<file path="src/rtl/c_subset_lexer_classifier_assert.svh">
// ---------------------------------------------------------------------------
// c_subset_lexer_classifier assertion macros
// concurrent assertion wrappers, empty when SYNTH is defined
// ---------------------------------------------------------------------------
`ifndef C_SUBSET_LEXER_CLASSIFIER_ASSERT_SVH
`define C_SUBSET_LEXER_CLASSIFIER_ASSERT_SVH

`ifndef SYNTH
`define CLX_ASSERT(lbl, prop) \
  lbl: assert property (@(posedge clk_i) disable iff (!rst_ni) prop) \
    else $error("lexer assertion failed");
`define CLX_ASSERT_NEVER(lbl, cond) \
  lbl: assert property (@(posedge clk_i) disable iff (!rst_ni) !(cond)) \
    else $error("lexer forbidden condition seen");
`else
`define CLX_ASSERT(lbl, prop)
`define CLX_ASSERT_NEVER(lbl, cond)
`endif

`endif

</file>
<file path="src/rtl/c_lex_pkg.sv">
// ---------------------------------------------------------------------------
// c_lex_pkg
// shared types, keyword tables and character codes of the lexer
// ---------------------------------------------------------------------------
package c_lex_pkg;

  localparam int unsigned MaxTokenLengthDefault = 255;
  localparam int unsigned LineCountBitsDefault  = 16;

  localparam int unsigned NumKw   = 7;
  localparam int unsigned KwSlots = 8;

  // keyword text, zero padded
  localparam logic [7:0] KW_TEXT [NumKw][KwSlots] = '{
    '{"i", "n", "t", 8'h00, 8'h00, 8'h00, 8'h00, 8'h00},
    '{"m", "a", "i", "n", 8'h00, 8'h00, 8'h00, 8'h00},
    '{"r", "e", "t", "u", "r", "n", 8'h00, 8'h00},
    '{"c", "o", "u", "t", 8'h00, 8'h00, 8'h00, 8'h00},
    '{"f", "l", "o", "a", "t", 8'h00, 8'h00, 8'h00},
    '{"d", "o", "u", "b", "l", "e", 8'h00, 8'h00},
    '{"c", "h", "a", "r", 8'h00, 8'h00, 8'h00, 8'h00}
  };
  localparam logic [2:0] KW_LEN [NumKw] = '{3'd3, 3'd4, 3'd6, 3'd4, 3'd5, 3'd6, 3'd4};

  localparam logic [7:0] ChQuote  = 8'h22;
  localparam logic [7:0] ChSpace  = 8'h20;
  localparam logic [7:0] ChTab    = 8'h09;
  localparam logic [7:0] ChCr     = 8'h0d;
  localparam logic [7:0] ChLParen = 8'h28;
  localparam logic [7:0] ChRParen = 8'h29;
  localparam logic [7:0] ChLBrace = 8'h7b;
  localparam logic [7:0] ChRBrace = 8'h7d;
  localparam logic [7:0] ChSemi   = 8'h3b;
  localparam logic [7:0] ChEq     = 8'h3d;
  localparam logic [7:0] ChPlus   = 8'h2b;
  localparam logic [7:0] ChMinus  = 8'h2d;
  localparam logic [7:0] ChStar   = 8'h2a;
  localparam logic [7:0] ChSlash  = 8'h2f;
  localparam logic [7:0] ChZero   = 8'h30;
  localparam logic [7:0] ChNine   = 8'h39;

  localparam int unsigned FifoDepth = 4;
  localparam int unsigned FifoPtrW  = 2;
  localparam int unsigned FifoCntW  = 3;

  typedef enum logic [2:0] {
    TOK_KEYWORD  = 3'd0,
    TOK_CONSTANT = 3'd1,
    TOK_IDENT    = 3'd2,
    TOK_PUNCT    = 3'd3,
    TOK_OPERATOR = 3'd4,
    TOK_STRING   = 3'd5
  } token_class_e;

  typedef struct packed {
    token_class_e cls;
    logic [7:0]   len;
    logic [7:0]   sym;
    logic [15:0]  line;
    logic         last;
  } res_t;

  // up to two results produced by one item
  typedef struct packed {
    logic [1:0] n;
    res_t       r0;
    res_t       r1;
  } push_t;

  typedef struct packed {
    logic [FifoCntW-1:0] count;
    logic                room2;
  } fifo_status_t;

  function automatic logic is_space(input logic [7:0] c);
    return (c == ChSpace) || ((c >= ChTab) && (c <= ChCr));
  endfunction

  function automatic logic is_punct(input logic [7:0] c);
    return (c == ChLParen) || (c == ChRParen) || (c == ChLBrace) ||
           (c == ChRBrace) || (c == ChSemi);
  endfunction

  function automatic logic is_op(input logic [7:0] c);
    return (c == ChEq) || (c == ChPlus) || (c == ChMinus) ||
           (c == ChStar) || (c == ChSlash);
  endfunction

endpackage

</file>
<file path="src/rtl/c_lex_core.sv">
// ---------------------------------------------------------------------------
// c_lex_core
// per-character token state update and result formation
// ---------------------------------------------------------------------------
module c_lex_core #(
  parameter int unsigned MAX_TOKEN_LENGTH = c_lex_pkg::MaxTokenLengthDefault,
  parameter int unsigned LINE_COUNT_BITS  = c_lex_pkg::LineCountBitsDefault
) (
  input  logic              clk_i,
  input  logic              rst_ni,
  input  logic              step_i,
  input  logic [7:0]        char_i,
  input  logic              eol_i,
  output c_lex_pkg::push_t  push_o
);
  import c_lex_pkg::*;

  localparam int unsigned LenW      = $clog2(MAX_TOKEN_LENGTH + 1);
  localparam int unsigned OutLenMax = (MAX_TOKEN_LENGTH > 255) ? 255 : MAX_TOKEN_LENGTH;

  logic [LenW-1:0]            word_len_q, word_len_d;
  logic                       word_digit_q, word_digit_d;
  logic [NumKw-1:0]           kw_match_q, kw_match_d;
  logic                       in_str_q, in_str_d;
  logic [LenW-1:0]            str_len_q, str_len_d;
  logic [LINE_COUNT_BITS-1:0] line_q, line_d;

  logic                       kw_hit;
  logic [NumKw-1:0]           kw_keep;
  logic [31:0]                line_wide;
  logic [15:0]                line_out;
  res_t                       str_res, word_res, sym_res;
  logic                       str_v, word_v, sym_v;
  logic [1:0]                 n;

  always_comb begin
    kw_hit  = 1'b0;
    kw_keep = '0;
    for (int k = 0; k < NumKw; k++) begin
      if (kw_match_q[k] && (word_len_q == LenW'(KW_LEN[k]))) begin
        kw_hit = 1'b1;
      end
      kw_keep[k] = (word_len_q < LenW'(KW_LEN[k])) &&
                   (char_i == KW_TEXT[k][word_len_q[2:0]]);
    end

    line_wide = 32'(line_q);
    line_out  = (line_wide > 32'd65535) ? 16'hffff : line_wide[15:0];

    str_res.cls  = TOK_STRING;
    str_res.len  = (str_len_q > LenW'(OutLenMax)) ? 8'(OutLenMax) : 8'(str_len_q);
    str_res.sym  = '0;
    str_res.line = line_out;
    str_res.last = 1'b0;

    word_res.cls  = kw_hit ? TOK_KEYWORD : (word_digit_q ? TOK_CONSTANT : TOK_IDENT);
    word_res.len  = (word_len_q > LenW'(OutLenMax)) ? 8'(OutLenMax) : 8'(word_len_q);
    word_res.sym  = '0;
    word_res.line = line_out;
    word_res.last = 1'b0;

    sym_res.cls  = is_punct(char_i) ? TOK_PUNCT : TOK_OPERATOR;
    sym_res.len  = 8'd1;
    sym_res.sym  = char_i;
    sym_res.line = line_out;
    sym_res.last = 1'b0;

    word_len_d   = word_len_q;
    word_digit_d = word_digit_q;
    kw_match_d   = kw_match_q;
    in_str_d     = in_str_q;
    str_len_d    = str_len_q;
    line_d       = line_q;
    str_v        = 1'b0;
    word_v       = 1'b0;
    sym_v        = 1'b0;

    if (step_i) begin
      if (eol_i) begin
        // string first, then word, then next line
        if (in_str_q) begin
          str_v     = 1'b1;
          in_str_d  = 1'b0;
          str_len_d = '0;
        end
        if (word_len_q != '0) begin
          word_v = 1'b1;
        end
        if (line_q != '1) begin
          line_d = line_q + 1'b1;
        end
      end else if (in_str_q) begin
        if (char_i == ChQuote) begin
          str_v     = 1'b1;
          in_str_d  = 1'b0;
          str_len_d = '0;
        end else if (str_len_q < LenW'(MAX_TOKEN_LENGTH)) begin
          str_len_d = str_len_q + 1'b1;
        end
      end else if (char_i == ChQuote) begin
        // quote opens a string but leaves the word pending
        in_str_d  = 1'b1;
        str_len_d = '0;
      end else if (is_space(char_i) || is_punct(char_i)) begin
        word_v = (word_len_q != '0);
        sym_v  = is_punct(char_i);
      end else if (is_op(char_i)) begin
        sym_v = 1'b1;
      end else begin
        kw_match_d = kw_match_q & kw_keep;
        if (word_len_q == '0) begin
          word_digit_d = (char_i >= ChZero) && (char_i <= ChNine);
        end
        if (word_len_q < LenW'(MAX_TOKEN_LENGTH)) begin
          word_len_d = word_len_q + 1'b1;
        end
      end
      if (word_v) begin
        word_len_d   = '0;
        word_digit_d = 1'b0;
        kw_match_d   = '1;
      end
    end

    n = {1'b0, str_v} + {1'b0, word_v} + {1'b0, sym_v};

    push_o.n       = n;
    push_o.r0      = str_v ? str_res : (word_v ? word_res : sym_res);
    push_o.r1      = (str_v && word_v) ? word_res : sym_res;
    push_o.r0.last = (n == 2'd1);
    push_o.r1.last = 1'b1;
  end

  always_ff @(posedge clk_i or negedge rst_ni) begin
    if (!rst_ni) begin
      word_len_q   <= '0;
      word_digit_q <= 1'b0;
      kw_match_q   <= '1;
      in_str_q     <= 1'b0;
      str_len_q    <= '0;
      line_q       <= LINE_COUNT_BITS'(1);
    end else begin
      word_len_q   <= word_len_d;
      word_digit_q <= word_digit_d;
      kw_match_q   <= kw_match_d;
      in_str_q     <= in_str_d;
      str_len_q    <= str_len_d;
      line_q       <= line_d;
    end
  end

endmodule

</file>
<file path="src/rtl/c_lex_fifo.sv">
// ---------------------------------------------------------------------------
// c_lex_fifo
// result queue taking up to two results per cycle, one out per cycle
// ---------------------------------------------------------------------------
module c_lex_fifo (
  input  logic                     clk_i,
  input  logic                     rst_ni,
  input  c_lex_pkg::push_t         push_i,
  input  logic                     pop_i,
  output c_lex_pkg::res_t          head_o,
  output c_lex_pkg::fifo_status_t  status_o
);
  import c_lex_pkg::*;

  res_t                mem [FifoDepth];
  logic [FifoPtrW-1:0] wr_ptr_q, wr_ptr_d;
  logic [FifoPtrW-1:0] rd_ptr_q, rd_ptr_d;
  logic [FifoCntW-1:0] cnt_q, cnt_d;
  logic [FifoPtrW-1:0] wr_ptr_nxt;

  always_comb begin
    wr_ptr_nxt = wr_ptr_q + 1'b1;
    wr_ptr_d   = wr_ptr_q + FifoPtrW'(push_i.n);
    rd_ptr_d   = rd_ptr_q + FifoPtrW'(pop_i);
    cnt_d      = cnt_q + FifoCntW'(push_i.n) - FifoCntW'(pop_i);
  end

  always_ff @(posedge clk_i) begin
    if (push_i.n != 2'd0) begin
      mem[wr_ptr_q] <= push_i.r0;
    end
    if (push_i.n == 2'd2) begin
      mem[wr_ptr_nxt] <= push_i.r1;
    end
  end

  always_ff @(posedge clk_i or negedge rst_ni) begin
    if (!rst_ni) begin
      wr_ptr_q <= '0;
      rd_ptr_q <= '0;
      cnt_q    <= '0;
    end else begin
      wr_ptr_q <= wr_ptr_d;
      rd_ptr_q <= rd_ptr_d;
      cnt_q    <= cnt_d;
    end
  end

  assign head_o         = mem[rd_ptr_q];
  assign status_o.count = cnt_q;
  assign status_o.room2 = (cnt_q <= FifoCntW'(FifoDepth - 2));

endmodule

</file>
<file path="src/rtl/c_subset_lexer_classifier.sv">
// ---------------------------------------------------------------------------
// c_subset_lexer_classifier
// token classifier for a small c subset, one source byte per transfer
// ---------------------------------------------------------------------------
// slave channel: one source byte per transfer in tdata, tuser high marks an
//   end-of-line item (its byte is ignored); end of line flushes an open
//   string, then a pending word, then advances the line count
// master channel: one token per transfer, class in tuser, length, symbol and
//   line in tdata, tlast high on the final token caused by an input item;
//   an input item gives zero, one or two tokens
// path: an item's tokens are offered once the item has passed the input
//   register and been classified into the result queue; a stall can hold the
//   item in the input register between the two
// throughput: one item per cycle while items give at most one token each and
//   the master side takes the tokens offered; items giving two tokens are
//   absorbed by the four-entry result queue until it lacks room for two
// stall: the input register holds its item while the queue lacks room for
//   two tokens, and tready drops only then; no token is lost or repeated
// reset: rst_ni low clears the queue and token state, line count back to one
// ---------------------------------------------------------------------------
`include "c_subset_lexer_classifier_assert.svh"

module c_subset_lexer_classifier #(
  parameter int unsigned MAX_TOKEN_LENGTH = c_lex_pkg::MaxTokenLengthDefault,
  parameter int unsigned LINE_COUNT_BITS  = c_lex_pkg::LineCountBitsDefault
) (
  input  logic        clk_i,
  input  logic        rst_ni,
  input  logic        s_axis_tvalid,
  output logic        s_axis_tready,
  input  logic [7:0]  s_axis_tdata,   // [7:0] character
  input  logic        s_axis_tuser,   // [0] line_end
  output logic        m_axis_tvalid,
  input  logic        m_axis_tready,
  output logic [31:0] m_axis_tdata,   // [7:0] token_length, [15:8] token_symbol,
                                      // [31:16] line_number
  output logic [2:0]  m_axis_tuser,   // [2:0] token_class
  output logic        m_axis_tlast    // last
);
  import c_lex_pkg::*;

  // input register
  logic         in_valid_q, in_valid_d;
  logic [7:0]   in_char_q;
  logic         in_eol_q;
  logic         step;
  logic         pop;
  push_t        push;
  res_t         head;
  fifo_status_t fifo_st;

  // classify the held item only when the queue can take two tokens
  assign step          = in_valid_q && fifo_st.room2;
  assign s_axis_tready = !in_valid_q || fifo_st.room2;
  assign in_valid_d    = s_axis_tready ? s_axis_tvalid : in_valid_q;

  always_ff @(posedge clk_i or negedge rst_ni) begin
    if (!rst_ni) begin
      in_valid_q <= 1'b0;
    end else begin
      in_valid_q <= in_valid_d;
    end
  end

  always_ff @(posedge clk_i) begin
    if (s_axis_tvalid && s_axis_tready) begin
      in_char_q <= s_axis_tdata;
      in_eol_q  <= s_axis_tuser;
    end
  end

  c_lex_core #(
    .MAX_TOKEN_LENGTH (MAX_TOKEN_LENGTH),
    .LINE_COUNT_BITS  (LINE_COUNT_BITS)
  ) u_core (
    .clk_i  (clk_i),
    .rst_ni (rst_ni),
    .step_i (step),
    .char_i (in_char_q),
    .eol_i  (in_eol_q),
    .push_o (push)
  );

  c_lex_fifo u_fifo (
    .clk_i    (clk_i),
    .rst_ni   (rst_ni),
    .push_i   (push),
    .pop_i    (pop),
    .head_o   (head),
    .status_o (fifo_st)
  );

  // output side straight from the queue head
  assign m_axis_tvalid = (fifo_st.count != '0);
  assign pop           = m_axis_tvalid && m_axis_tready;
  assign m_axis_tdata  = {head.line, head.sym, head.len};
  assign m_axis_tuser  = head.cls;
  assign m_axis_tlast  = head.last;

  // queue never overfills
  `CLX_ASSERT_NEVER(a_fifo_bound, fifo_st.count > FifoCntW'(FifoDepth))
  // a held item is not dropped while the queue lacks room for two tokens
  `CLX_ASSERT(a_item_held, (in_valid_q && !s_axis_tready) |=> in_valid_q)
  // tokens written to the queue are offered on the next cycle
  `CLX_ASSERT(a_push_visible, (push.n != 2'd0) |=> m_axis_tvalid)

endmodule
</file>
<file path="config.mk">
export PLATFORM = sky130hd
export DESIGN_NAME = c_subset_lexer_classifier
export DESIGN_NICKNAME = d
export VERILOG_FILES = /design/src/rtl/c_lex_pkg.sv /design/src/rtl/c_lex_core.sv /design/src/rtl/c_lex_fifo.sv /design/src/rtl/c_subset_lexer_classifier.sv
export VERILOG_INCLUDE_DIRS = /design/src /design/src/rtl
export SDC_FILE = /design/constraint.sdc
export NUM_CORES = 1
export LEC_CHECK = 0
export BUFFER_PORTS_ARGS = -buffer_cell sky130_fd_sc_hd__buf_2
export CAP_MARGIN = 15
export CORE_MARGIN = 2
export CORE_UTILIZATION = 40
export DETAILED_ROUTE_END_ITERATION = 6
export GPL_TIMING_DRIVEN = 1
export SYNTH_ARGS = -nofsm -noshare
export SYNTH_HDL_FRONTEND = slang
export SYNTH_SLANG_ARGS = --single-unit
</file>
<file path="constraint.sdc">
create_clock -name clk_i -period 4.7 [get_ports clk_i]
set_input_delay 0.235 -clock clk_i [delete_from_list [all_inputs] [get_ports clk_i]]
set_output_delay 0.235 -clock clk_i [all_outputs]
set_load 0.01 [all_outputs]
</file>
# Yosys cells after proc, flatten, opt, wreduce, memory -nomap -nowiden
# Memory sizes are Yosys's and may differ from the RTL's.
# Index checks and enable logic that the tools add are counted.
# totals
register_bits	58
ramBits	144
romBits	448
inputBits	13
output_inout_bits	38
n_memories	8
# mem_list
name	words	width	rd	rd_ports_with_merged_regs	wr	line	source
u_fifo.mem	4	36	1	0	2	c_lex_fifo.sv:15	res_t mem [FifoDepth];
(name not given)	8	8	1	0	0	c_lex_core.sv:44	(char_i == KW_TEXT[k][word_len_q[2:0]]);
(name not given)	8	8	1	0	0	c_lex_core.sv:44	
(name not given)	8	8	1	0	0	c_lex_core.sv:44	
(name not given)	8	8	1	0	0	c_lex_core.sv:44	
(name not given)	8	8	1	0	0	c_lex_core.sv:44	
2 more memories	-	-	-	-	-	-	
# classes
n_addsub	10
magnitude_cmp	14
eq_ne	32
mux	80
bitwise	2
n_reduce_logical	45
# op_table
cell	count
8-bit 2-to-1 mux	29
36-bit 2-to-1 mux	3
8-bit by 6-bit equality test with 1-bit output (second input constant)	10
8-bit equality test	7
7-bit 2-to-1 mux	6
1-bit 2-to-1 mux	39
8-bit by 3-bit equality test with 1-bit output (second input constant)	3
8-bit by 3-bit < comparator with 1-bit output (second input constant)	3
1-bit logical AND	20
16-bit by 1-bit adder with 16-bit output (second input constant)	1
8-bit by 1-bit adder with 8-bit output (second input constant)	2
8-bit by 7-bit equality test with 1-bit output (second input constant)	2
8-bit > comparator (second input constant)	2
8-bit < comparator (second input constant)	2
16-bit != test (second input constant)	1
7-bit AND reduction	2
1-bit logical OR	11
8-bit by 2-bit equality test with 1-bit output (second input constant)	1
8-bit by 4-bit >= comparator with 1-bit output (second input constant)	1
8-bit by 6-bit >= comparator with 1-bit output (second input constant)	1
8-bit by 4-bit less-or-equal comparator with 1-bit output (second input constant)	1
8-bit by 6-bit less-or-equal comparator with 1-bit output (second input constant)	1
8-bit logical NOT	1
8-bit by 2-bit < comparator with 1-bit output (second input constant)	1
other kinds (23)	33

# Depth between registers and ports, before layout
# depth
depth_word	17
depth_mapped	19
ltp_nobuf	14

# Modules after synthesis
# From an unflattened synthesis, not the netlist that was laid out.
# hier_totals
hier_cells	851
area_unflattened_um2	11239.5
# by_module_without_submodules
module	instances	cells_per_inst	area_each_um2	seq_area_each_um2
c_lex_fifo	1	385	7335.8	4499.3
c_lex_core	1	450	3563.4	1036.0
c_subset_lexer_classifier	1	16	340.3	295.3

# Least setup slack after synthesis
# Ideal clock, no wire load.
# synth_path
kind	register to register
start	register in_char_q[2]
end	memory u_fifo.mem[0][10] in the netlist's numbering, enable pin
setup_time_ns	0.410
arrival_ns	4.589
required_ns	4.290
path_slack_ns	-0.298
path_stages_with_launch	17
period_less_slack_ns	4.998
path_cell_list	edfxtp_1 clkbuf_1 nor4_1 nand3_1 inv_1 ha_1 mux2_2 and3_1 buf_2 inv_1 buf_2 buf_1 fa_1 nor2b_1 nand3_1 nand2_1 clkbuf_1
# synth_rtl
element	line	source
start, declared	c_subset_lexer_classifier.sv:44	logic [7:0] in_char_q;
start signal, assigned	c_subset_lexer_classifier.sv:67	in_char_q <= s_axis_tdata;
end, declared	c_lex_fifo.sv:15	

==> results <==
- The residual overflow from global routing is 0.
- Leaving out fill and tap cells, the most frequent cell in the layout is edfxtp_1.
- The share of final-layout standard cells stronger than drive strength 1 is 19.16%.
- In this run, distinct cell masters in the synthesized netlist total 72.
- The count of state elements after synthesis is 202.
- The post-synthesis to final-layout area growth is 14.39%.
- In the synthesized netlist, the number of instances is 846.
- The average wire length per cell after detail routing is 19.33 µm.
- The path class of the tightest hold or removal check is in -> reg.
- At the end of routability-driven placement, the weighted congestion stood at 0.8920.
- The worst-case IR drop observed on VDD is 322.0 µV.
- Across the run, the number of max-cap violations was 0.
- The number of clock buffers added by TritonCTS is 22.
- The data required time of the worst path is 5020 ps.
- The total power consumption of the routed design is 0.006173 W.
- The number of antenna diodes in the final layout is 0.
- The synthesized netlist net count is 877.
- The number of enable-type register cells in the synthesized netlist is 149.
- The data arrival time of the critical path is 4610 ps.
- The run finished with clean final reports.
- The category of the worst setup path capture point is a flop.
- The cell at the root of the clock tree is clkbuf_16.
- The source-to-sink clock delay at the later pin of the worst-skew pair is 510 ps.
- Leaving out fill and tap cells, the most frequent cells in the layout are edfxtp_1, and2_1, nor2_1.
- The fraction of registers with async set/reset is 24.26%.
- The first-pass iteration count of the detailed router is 5.
- After synthesis, the mean cell area works out to 12.26 µm².
- The wire-length estimate of the detail-placed layout is 16.11 mm.
- The starting utilization of the core area is 40.96%.
- The routed design could run at a clock period as short as 4281 ps.
- The worst register-to-register path begins at in_char_q[4].
- The max-slew violation count is 0.
- Once the clock tree was built, the setup fixing pass inserted 0 buffers.
- Input and output buffers added on the ports amount to 50.
- Power spread over the standard cell area amounts to 520.2 nW/µm².
- The final cell count without fillers is 1254.
- The die covers 27240 µm².
- Counting every sink on the clock net gives 202.
- Setup repair after global routing left no endpoint under its margin.
- The met3 wire length is 1.290 mm.
- The synthesized area is 10370 µm².
- The worst setup timing slack at the placement stage is 413.7 ps.
- In this run the worst setup path begins at in_char_q[4].
- The vertical die dimension is 165.1 µm.
- The clock-pin slew reported for the worst setup and hold paths after clock tree synthesis is 60 ps.
- Summed over all cells, the static leakage comes to 4.439 nW.
- The first global-routing pass estimated 38.95 mm of wire.
- The number of antenna-violating nets in the routed design is 0.
- The routed via count divided by cell count is 5.603.
- The clock skew after layout is 11.23 ps.
- The filler cell count is 2252.
- During synthesis, Yosys emitted a total of 0 warnings.
- Setup violations remaining at the end of the flow were counted as 0.
- The placeable core region is 25330 µm².
- From left edge to right edge, the die measures 165.1 µm.
- The share of the Yosys chip area taken by registers is 55.81%.
- The worst path setup slack after routing is 419.1 ps.
- The maximum fanout encountered on the critical timing path is 17.
- The total vias in the final route is 7026.
- The total negative slack for setup checks is 0 ps.
- The most used flip-flop cell after synthesis is edfxtp_1.
- The row count is 58.
- The net count of the finished layout is 939.
- The number of global-route vias before repair was 7029.
- Derived from the worst setup path, the maximum achievable clock frequency is 233.6 MHz.
- Counting tap cells, the placed design contains a total of 1203 instances.
- The number of DRC violations after detailed-routing iteration 0 is 681.
- The length of routed wiring on met1 is 10.60 mm.
- Summed over all layers, the routed wires come to 24.24 mm.
- The number of endpoints with negative hold slack in the final report is 0.
- The launch point of the worst hold path is m_axis_tready.
- The total routing usage reported by global routing is 18.39%.
- After detailed routing, no signal wire sits above met4.
- The CTS H-tree depth is 1.
- The TritonCTS clock tree is yes.
- The worst setup path is launched from a flop.
- The maximum number of pins on one net before global-route repair is 50.
- For this run, design rule violations remaining after detail routing come to 0.
- The clock passes through at most 3 buffers.
- The ratio of final minimum period to clock period is 91.08%.
- The number of ports placed on the die boundary is 51.
- The routed design uses 11.76 mm of met2 wire.
- At the pin with the least slew margin, the transition time is 998.7 ps.
- The type of the setup path with the least slack is reg -> reg.
- The remaining max-slew budget at the tightest pin is 33.42%.
- The initial antenna violation count came to 0.
## metal layers
| metal | track usage (%) | vias to the layer above |
|---|---|---|
| met1 | 24.68 | 3451 |
| met2 | 31.16 | 218 |
| met4 | 5.573 | 0 |
| met3 | 2.498 | 38 |
| li1 | - | 3319 |
| met5 | 0 | - |
## through the flow
step	utilization [%]	hold WS, ps	cell area (µm²)
finish	46.86	86.01	11870
global route	46.86	117.2	11870
CTS	46.83	69.41	11860
detailed placement	43.77	413.1	11090
global placement	43.77	411.1	11090
floorplan	-	-60.59	10380
## what timing repair did
action                                  CTS  global route
resized for setup                         0             1
hold endpoints to repair                 51             0
hold buffers                             11             0
endpoints found under the setup margin    0             8
## final timing paths
kind | end | slack [ps] | cells after the start
setup / recovery | u_fifo.mem[0][34] | 420 | 12
hold / removal | u_fifo.rd_ptr_q[0] | 90 | 3
setup reg to reg | u_fifo.mem[0][34] | 420 | 12
hold reg to reg | u_core.kw_match_q[3] | 510 | 2
max in group asynchronous | u_fifo.rd_ptr_q[1] | 3790 | 3
min in group asynchronous | u_core.str_len_q[4] | 400 | 3
## layout make-up
cell class	count	area (µm²)	share of cell area, %
Multi-Input combinational cell	568	4275	36.03
Sequential cell	202	5793	48.81
Clock inverter	13	96.34	0.8118
Timing Repair Buffer	94	645.6	5.440
Inverter	20	75.07	0.6326
Clock buffer	27	569.3	4.797
Tap cell	330	412.9	3.479
## synth_stat cells, types with 4 or more instances
library cell / number / area [µm²]
edfxtp_1: 149 / 4474
and2_1: 70 / 437.9
nor2_1: 63 / 236.5
nand2_1: 52 / 195.2
dfrtp_1: 41 / 1026
clkbuf_1: 40 / 150.1
mux4_2: 36 / 810.8
a21oi_1: 31 / 155.2
o21ai_0: 30 / 150.1
nand3_1: 22 / 110.1
nor2b_1: 22 / 137.6
xor2_1: 19 / 166.4
inv_1: 17 / 63.81
xnor2_1: 17 / 148.9
ha_1: 16 / 200.2
a22o_1: 15 / 131.4
a32o_1: 14 / 140.1
nand2b_1: 13 / 81.33
nand4_1: 10 / 62.56
mux2i_1: 9 / 90.09
nor4_1: 9 / 56.30
a31oi_1: 8 / 50.05
dfstp_2: 8 / 210.2
nor3_1: 8 / 40.04
o22ai_1: 8 / 50.05
and3_1: 7 / 43.79
buf_1: 6 / 22.52
o31ai_1: 6 / 45.04
a221oi_1: 5 / 43.79
buf_2: 5 / 25.02
o32ai_1: 5 / 43.79
or3_1: 5 / 31.28
a2bb2oi_1: 4 / 35.03
buf_6: 4 / 45.04
dfxtp_1: 4 / 80.08
o211ai_1: 4 / 30.03
## power breakdown
part / leakage, nW / internal, W / switching [W]
Clock: 0.332 / 0.000918 / 0.000696
Sequential: 2.12 / 0.00217 / 0.000344
Combinational: 1.99 / 0.000920 / 0.00113
Total: 4.44 / 0.00401 / 0.00217
## logic make-up after synthesis
logic type,synth area share [%]
AOI/OAI and AO/OA,11.78
xor gates and xnor gates,3.039
adders and majority gates,2.315
buffers and inverters,3.135
DFF,55.81
muxes,8.900
and+or+nand+nor,15.01
## critical path: stages (launching register included)
cell      delay, ps
edfxtp_1        660
or3_1           440
a21oi_1         210
o211ai_1        290
nand2_1         150
nand4_1         170
fa_1            690
nor2b_1         420
nand3_1         280
nor2_1          190
a21o_1          300
inv_1            80
o32ai_1         210
## state kept, by name, summed over array words and instances (netlist names), 3 cells and up
register	count
u_core.line_out	16
u_fifo.mem	144
u_core.str_len_q	8
u_core.kw_match_q	7
u_fifo.cnt_q	3
in_char_q	8
u_core.word_len_q	8
(Power assumes the default switching activity.)
